===== src/sv/dwct_pkg.sv =====
// shared types, widths and codes for the deletion window compaction trigger
// no dependencies
package dwct_pkg;

    localparam int LEN_W     = 13;
    localparam int FS_W      = 48;
    localparam int TYPE_W    = 3;
    localparam int KEY_W     = 16;
    localparam int NUM_TYPES = 5;
    localparam int CFG_IDX_W = 2;

    typedef enum logic [TYPE_W-1:0] {
        ET_PUT           = 3'd0,
        ET_DELETE        = 3'd1,
        ET_SINGLE_DELETE = 3'd2,
        ET_MERGE         = 3'd3,
        ET_OTHER         = 3'd4
    } t_entry_type;

    typedef enum logic [CFG_IDX_W-1:0] {
        CFG_WINDOW_LEN      = 2'd0,
        CFG_DELETE_LIMIT    = 2'd1,
        CFG_FILE_SIZE_LIMIT = 2'd2,
        CFG_COUNT_SINGLE    = 2'd3
    } t_cfg_idx;

    typedef struct packed {
        logic [LEN_W-1:0] window_len;
        logic [LEN_W-1:0] delete_limit;
        logic [FS_W-1:0]  file_size_limit;
        logic             count_single_delete;
    } t_cfg;

    // window length clipped to the flag store depth
    function automatic logic [LEN_W-1:0] f_eff_len(input logic [LEN_W-1:0] wl,
                                                   input logic [31:0] wmax);
        logic [LEN_W-1:0] res;
        if (32'(wl) > wmax) begin
            res = LEN_W'(wmax);
        end else begin
            res = wl;
        end
        return res;
    endfunction

endpackage


===== src/sv/dwct_decide.sv =====
// compaction decision pipeline: totals sum, cross-multiplied fraction test,
// registered result; uses dwct_pkg
module dwct_decide #(
    parameter int WINDOW_MAX = 4096,
    parameter int TOTAL_BITS = 40
) (
    input  logic                                           i_clk,
    input  logic                                           i_rst_n,
    input  dwct_pkg::t_cfg                                 i_cfg,
    input  logic                                           i_valid,
    output logic                                           o_ready,
    input  logic [dwct_pkg::LEN_W-1:0]                     i_count,
    input  logic [dwct_pkg::LEN_W-1:0]                     i_peak,
    input  logic [dwct_pkg::FS_W-1:0]                      i_fpeak,
    input  logic [dwct_pkg::NUM_TYPES-1:0][TOTAL_BITS-1:0] i_totals,
    output logic                                           o_valid,
    input  logic                                           i_ready,
    output logic [dwct_pkg::LEN_W-1:0]                     o_deleted_in_window,
    output logic [dwct_pkg::LEN_W-1:0]                     o_max_deleted_in_window,
    output logic [dwct_pkg::FS_W-1:0]                      o_largest_file_size,
    output logic                                           o_need_compact
);

    localparam int EW  = TOTAL_BITS + 3;
    localparam int DW  = TOTAL_BITS + 1;
    localparam int PRW = EW + dwct_pkg::LEN_W;
    localparam int PLW = DW + dwct_pkg::LEN_W;

    logic                          r_va;
    logic [dwct_pkg::LEN_W-1:0]    r_a_count;
    logic [dwct_pkg::LEN_W-1:0]    r_a_peak;
    logic [dwct_pkg::FS_W-1:0]     r_a_fpeak;
    logic [EW-1:0]                 r_a_ent;
    logic [DW-1:0]                 r_a_del;
    logic                          r_a_gate;
    logic                          r_a_over;

    logic                          r_vb;
    logic [dwct_pkg::LEN_W-1:0]    r_b_count;
    logic [dwct_pkg::LEN_W-1:0]    r_b_peak;
    logic [dwct_pkg::FS_W-1:0]     r_b_fpeak;
    logic [PLW-1:0]                r_b_lhs;
    logic [PRW-1:0]                r_b_rhs;
    logic                          r_b_gate;
    logic                          r_b_over;
    logic                          r_b_ent_nz;

    logic                          r_vc;
    logic [dwct_pkg::LEN_W-1:0]    r_c_count;
    logic [dwct_pkg::LEN_W-1:0]    r_c_peak;
    logic [dwct_pkg::FS_W-1:0]     r_c_fpeak;
    logic                          r_c_need;

    logic                          rdy_a;
    logic                          rdy_b;
    logic                          rdy_c;
    logic                          ld_a;
    logic                          ld_b;
    logic                          ld_c;
    logic [dwct_pkg::LEN_W-1:0]    len;
    logic [EW-1:0]                 ent_sum;
    logic [DW-1:0]                 del_sum;
    logic                          gate;

    assign rdy_c   = !r_vc || i_ready;
    assign rdy_b   = !r_vb || rdy_c;
    assign rdy_a   = !r_va || rdy_b;
    assign o_ready = rdy_a;
    assign ld_a    = i_valid && rdy_a;
    assign ld_b    = r_va && rdy_b;
    assign ld_c    = r_vb && rdy_c;

    assign len = dwct_pkg::f_eff_len(i_cfg.window_len, 32'(WINDOW_MAX));

    always_comb begin
        ent_sum = '0;
        for (int i = 0; i < dwct_pkg::NUM_TYPES; i++) begin
            ent_sum = ent_sum + EW'(i_totals[i]);
        end
        del_sum = DW'(i_totals[dwct_pkg::ET_DELETE]);
        if (i_cfg.count_single_delete) begin
            del_sum = del_sum + DW'(i_totals[dwct_pkg::ET_SINGLE_DELETE]);
        end
        gate = (i_cfg.delete_limit != '0) && (len != '0) &&
               (i_fpeak > i_cfg.file_size_limit);
    end

    always_ff @(posedge i_clk) begin
        if (!i_rst_n) begin
            r_va <= 1'b0;
            r_vb <= 1'b0;
            r_vc <= 1'b0;
        end else begin
            if (ld_a) begin
                r_va <= 1'b1;
            end else if (rdy_b) begin
                r_va <= 1'b0;
            end
            if (ld_b) begin
                r_vb <= 1'b1;
            end else if (rdy_c) begin
                r_vb <= 1'b0;
            end
            if (ld_c) begin
                r_vc <= 1'b1;
            end else if (i_ready) begin
                r_vc <= 1'b0;
            end
        end
    end

    always_ff @(posedge i_clk) begin
        if (ld_a) begin
            r_a_count <= i_count;
            r_a_peak  <= i_peak;
            r_a_fpeak <= i_fpeak;
            r_a_ent   <= ent_sum;
            r_a_del   <= del_sum;
            r_a_gate  <= gate;
            r_a_over  <= i_peak > i_cfg.delete_limit;
        end
        if (ld_b) begin
            r_b_count  <= r_a_count;
            r_b_peak   <= r_a_peak;
            r_b_fpeak  <= r_a_fpeak;
            r_b_lhs    <= PLW'(r_a_del) * PLW'(len);
            r_b_rhs    <= PRW'(r_a_ent) * PRW'(i_cfg.delete_limit);
            r_b_gate   <= r_a_gate;
            r_b_over   <= r_a_over;
            r_b_ent_nz <= r_a_ent != '0;
        end
        if (ld_c) begin
            r_c_count <= r_b_count;
            r_c_peak  <= r_b_peak;
            r_c_fpeak <= r_b_fpeak;
            r_c_need  <= r_b_gate &&
                         (r_b_over || (r_b_ent_nz && (PRW'(r_b_lhs) > r_b_rhs)));
        end
    end

    assign o_valid                 = r_vc;
    assign o_deleted_in_window     = r_c_count;
    assign o_max_deleted_in_window = r_c_peak;
    assign o_largest_file_size     = r_c_fpeak;
    assign o_need_compact          = r_c_need;

endmodule


===== config.mk =====
export PLATFORM = sky130hd
export DESIGN_NAME = dwct_decide
export DESIGN_NICKNAME = d
export VERILOG_FILES = /design/src/sv/dwct_pkg.sv /design/src/sv/dwct_decide.sv
export SDC_FILE = /design/constraint.sdc
export NUM_CORES = 2
export LEC_CHECK = 0
export ABC_AREA = 1
export BUFFER_PORTS_ARGS = -buffer_cell sky130_fd_sc_hd__buf_2
export CAP_MARGIN = 20
export CELL_PAD_IN_SITES_DETAIL_PLACEMENT = 0
export CELL_PAD_IN_SITES_GLOBAL_PLACEMENT = 1
export CORE_MARGIN = 1.5
export CORE_UTILIZATION = 30
export DETAILED_ROUTE_END_ITERATION = 10
export PLACE_DENSITY_LB_ADDON = 0.3
export SLEW_MARGIN = 20
export SYNTH_ARGS = -nofsm -noshare
export SYNTH_HDL_FRONTEND = slang
export SYNTH_SLANG_ARGS = --single-unit

===== constraint.sdc =====
create_clock -name i_clk -period 12.45 [get_ports i_clk]
set_input_delay 0 -clock i_clk [delete_from_list [all_inputs] [get_ports i_clk]]
set_output_delay 0 -clock i_clk [all_outputs]
set_load 0.1 [all_outputs]

* Yosys cells after proc, flatten, opt, wreduce, memory -nomap -nowiden
Index checks and enable logic that the tools add are counted.
Storage, ports and cells: bits in registers 425, bits in latches 0, bits in writable memories 0, bits in read-only memories 0, input bits 353, output and inout port bits 77, word-level logic and storage cells 62, memories 0
Cells by class: add/sub/neg operators 5, multiply operators 2, divide/modulo/power cells 0, $lt $le $gt $ge 4, equality and inequality tests 0, shift operators 0, multiplexer cells 8, bitwise operators 0, reduce and logical (&&, ||, !) cells 20
Operator list (number):
- 40-bit by 40-bit adder with 41-bit output | 2
- 54-bit by 56-bit > comparator with 1-bit output | 1
- 43-bit by 13-bit multiplier with 56-bit output | 1
- 41-bit by 13-bit multiplier with 54-bit output | 1
- 48-bit > comparator | 1
- 42-bit by 40-bit adder with 43-bit output | 1
- 43-bit by 40-bit adder with 43-bit output | 1
- 43-bit nonzero test | 1
- 41-bit by 40-bit adder with 42-bit output | 1
- 40-bit two-way mux | 1
- 13-bit nonzero test | 2
- 13-bit > comparator | 1
- 13-bit > comparator (second input constant) | 1
- 13-bit two-way mux | 1
- 1-bit logical AND | 7
- 1-bit two-way mux | 6
- 2-bit nonzero test | 3
- 1-bit logical OR | 4
- 1-bit logical NOT | 3

* Longest topological paths before layout
depth after elaboration 6, depth in mapped cells 34, gate-level depth less buffers 33

* Least setup slack after synthesis
No wires, ideal clock.
path type register -> register, start point register r_vc, in the netlist o_valid, end point register r_a_count[0] (netlist bit), enable pin, setup time 0.512 ns, arrival time 4.879 ns, data required time 11.938 ns, slack 7.059 ns, cell stages (with the launch flop) 6, path buffers 0, period minus slack after synthesis 5.391 ns, cells stage by stage dfxtp_1 -> nand2_1 -> nor2_1 -> nand2_1 -> nand2_1 -> inv_1
Between the ends: word-level cells in the longest chain between the ends 5
Ends and longest elaborated chain:
- start, declared | RTL line dwct_decide.sv:48 | logic r_vc;
- start signal, assigned | RTL line dwct_decide.sv:92 | r_vc <= 1'b0;
- start signal, assigned | RTL line dwct_decide.sv:105 | r_vc <= 1'b1;
- start signal, assigned | RTL line dwct_decide.sv:107 | r_vc <= 1'b0;
- 1-bit logical NOT | RTL line dwct_decide.sv:65 | assign rdy_c = !r_vc || i_ready;
- 1-bit logical OR | RTL line dwct_decide.sv:65
- 1-bit logical OR | RTL line dwct_decide.sv:66 | assign rdy_b = !r_vb || rdy_c;
- 1-bit logical OR | RTL line dwct_decide.sv:67 | assign rdy_a = !r_va || rdy_b;
- net o_ready | RTL line dwct_decide.sv:11 | output logic o_ready,
- 1-bit logical AND | RTL line dwct_decide.sv:69 | assign ld_a = i_valid && rdy_a;
- net ld_a | RTL line dwct_decide.sv:57 | logic ld_a;
- end signal, assigned | RTL line dwct_decide.sv:114 | r_a_count <= i_count;
- end, declared | RTL line dwct_decide.sv:30 | logic [dwct_pkg::LEN_W-1:0] r_a_count;
The timed path passes the listed nets, and every way through them passes these cells. A chain may end at the register's enable or synchronous reset.

* Final worst setup path
start point register r_a_ent[13], end point register r_b_rhs[25] (data pin)
Between the ends: word-level cells in the longest chain between the ends 1
Ends and longest elaborated chain:
- start, declared | RTL line dwct_decide.sv:33 | logic [EW-1:0] r_a_ent;
- start signal, assigned | RTL line dwct_decide.sv:117 | r_a_ent <= ent_sum;
- 43-bit by 13-bit multiplier with 56-bit output | RTL line dwct_decide.sv:127 | r_b_rhs <= PRW'(r_a_ent) * PRW'(i_cfg.delete_limit);
- end signal, assigned | RTL line dwct_decide.sv:127
- end, declared | RTL line dwct_decide.sv:43 | logic [PRW-1:0] r_b_rhs;
No other way between the ends.

==> impl_metrics.tcl <==
set metrics [dict create \
    status "complete, no violations" \
    period_share_pct 51.7 \
    start_util_pct 30.3 \
    cts_setup_buffers 0 \
    startpoint "r_a_ent[13]" \
    setup_slack_ps 6010 \
    finalSetupViolations 0 \
    die_h_um 450 \
    reg2reg_to "r_b_rhs[25]" \
    synth_top_cell_by_area "fa_1" \
    worstPathCellList "nand2_1, fa_1, inv_1, fa_1, fa_1, inv_1, fa_1, inv_1, fa_1, ha_1, nand2_1, nor2_1, inv_1, nor2_1, nor2_1, nand2_1, nand2_1, nand2_1, xor2_1" \
    hold_viol_final 0 \
    min_period_ps 6440 \
    ctsHoldBuffers 132 \
    worstReg2RegStart "r_a_ent[13]" \
    worstPathArrival_ps 6790 \
    path_clk_slew_ps 60 \
    max_freq_mhz 155 \
    io_pins 430 \
    grt_usage_pct 20.9 \
    synth_top_cell_area_share_pct 33.4 \
    clock_latency_ps 670 \
    numPortBuffers 429 \
    maxCapViolations 0 \
    cp-end-kind "flop" \
    fin_util_pct 34.4 \
    cts_resized 0 \
    place_ws_ps 5580 \
    avgSynthCellArea_um2 8.39 \
    gp_congestion 0.946 \
    placed_area_um2 64900 \
    slowest_stage "edfxtp_1" \
    r2r_setup_slack_ps 6010 \
    grt_pass1_vias 51800 \
    r2r_cells 19 \
    drc 0 \
    skew_ps 55.8 \
    seq_area_frac_synth_pct 21.2 \
    antenna_found_initial 10 \
    die-area_um2 203000 \
    synth_ff_type "edfxtp_1" \
    clk_path_buf_depth 3 \
    numCtsBuffers 52 \
    slew_headroom_pct 30.0 \
    crit_path_start_kind "flop" \
    drt-initial-drc-count 3190 \
    routed_wl_um 210000 \
    core_area_um2 198000 \
    fin_tns_setup_ps 0 \
    die_x_um 450 \
    fillCellCount 20700 \
    hold_path.class "in2reg" \
    rsz0062_at_grt "false" \
    drive_gt1_share_pct 8.02 \
    routedWlPerCell_um 20.5 \
    worstMarginPinSlew_ps 1040 \
    cts_max_level 2 \
    syn_inst 7151 \
    final_cell_area_um2 68100 \
    nets 9349 \
    synth.top_cells.by_count "nand2_1 (1867), inv_1 (1679), fa_1 (1000)" \
    cp_slowest_stage_delay_ps 790 \
    grt_first_pass_wirelength_um 321000 \
    grt_max_degree 128 \
    synthesis.area_um2 60000 \
    yosysWarnings 0 \
    cp-endpoint "r_b_rhs[25]" \
    via_per_inst 4.66 \
    cts_tree "yes" \
    synth_enable_flop_cells 422 \
    async_flop_share_pct 0 \
    root_buffer "clkbuf_16" \
    path_class "reg2reg" \
    rows 163 \
    areaGrowthSynthToFinish_pct 13.5 \
    synthTopCellsByArea "fa_1 (33%), edfxtp_1 (21%), nand2_1 (12%)" \
    crit_required_ps 12800 \
    postRouteAntennaNets 0 \
    diodes 0 \
    syn_nets 8902 \
    drv_slew 0 \
    dr.pass1.iters 6 \
    yosysMostFrequentCell "nand2_1" \
    synth_cell_types 49 \
    dp_hpwl_um 174000 \
    ys_ff_latch 425 \
    overflow 0 \
    num_vias 47900 \
    path_max_fanout 14 \
    cts_sinks 425 \
]
cell families (layout without fill, tap and decap cells):
group | after synthesis | count (layout) | synth area share (%)
AO/OA/AOI/OAI | 544 | 544 | 4.94
buffers and inverters | 1896 | 2387 | 12.0
AND/OR/NAND/NOR | 2775 | 2775 | 18.5
flip-flops | 425 | 425 | 21.2
adder cells (fa/ha/maj) | 1398 | 1398 | 41.7
XOR/XNOR | 113 | 113 | 1.65
state kept, by name, summed over array words and instances (netlist names), 13 cells and up:
signal / count
r_b_rhs: 56
r_b_lhs: 54
o_largest_file_size: 48
r_a_fpeak: 48
r_b_fpeak: 48
r_a_ent: 43
r_a_del: 41
o_deleted_in_window: 13
o_max_deleted_in_window: 13
r_a_count: 13
r_a_peak: 13
r_b_count: 13
r_b_peak: 13
per-layer routing:
| metal | global-route usage [%] | part of all wire (%) | wire length, um |
|---|---|---|---|
| met1 | 28.0 | 45 | 94100 |
| met2 | 35.3 | 47 | 98800 |
| met3 | 2.09 | 4.8 | 10100 |
| met4 | 6.56 | 3.5 | 7350 |
| met5 | 0 | 0.018 | 37 |
metrics by stage:
stage	hold slack [ps]	instances
2_1_floorplan	98.9	7151
3_3_place_gp	179	10100
3_5_place_dp	180	10100
4_1_cts	3.94	10300
5_1_grt	34.5	10300
6_report	48.7	10300
worst max-delay path, delay by kind of cell, from the launching register on:
kind,cells,cell delay (ps)
adder cells (fa/ha/maj),6,2970
AND/OR/NAND/NOR,8,1470
flip-flops,1,790
XOR/XNOR,1,480
buffers and inverters,4,410
cell usage in the layout (no fill, tap or decap), drive strengths merged, types with 2 or more instances in the layout:
cell type	instances
xor2	89
buf	461
a31oi	7
o21ai	157
and3	2
o21a	12
and2	3
a21oi	295
bufinv	11
o21bai	30
nand4	54
nor3	47
nor4	20
dlygate4sd3	132
dfxtp	3
fa	1000
clkinvlp	5
nand2	1875
o211ai	7
nor2	580
a21o	24
edfxtp	422
inv	1698
a21boi	7
clkbuf	56
o41ai	2
nand3	178
clkinv	24
nand3b	11
ha	398
xnor2	24
or2	5
worst min-delay path by stage:
stage / startpoint / to / slack, ps / depth (start not counted)
3_5_place_dp: i_count[12] / r_a_count[12] / 180 / 1
3_3_place_gp: i_count[0] / r_a_count[0] / 180 / 1
6_report: i_cfg[0] / r_a_del[40] / 50 / 3
4_1_cts: i_count[6] / r_a_count[6] / 4 / 2
2_1_floorplan: i_count[0] / r_a_count[0] / 100 / 0
5_1_grt: i_count[7] / r_a_count[7] / 30 / 2
area by class of cell:
class | instances | area [um^2] | area share [%]
Clock buffer | 56 | 1320 | 1.93
Multi-Input combinational cell | 4830 | 40100 | 58.8
Tap cell | 2640 | 3300 | 4.85
Sequential cell | 425 | 12700 | 18.7
Inverter | 1696 | 6380 | 9.37
Timing Repair Buffer | 593 | 3710 | 5.44
Clock inverter | 42 | 592 | 0.869
Power is not shown: default switching activity piles up to over one toggle a cycle in this logic, so the estimate is an artifact.
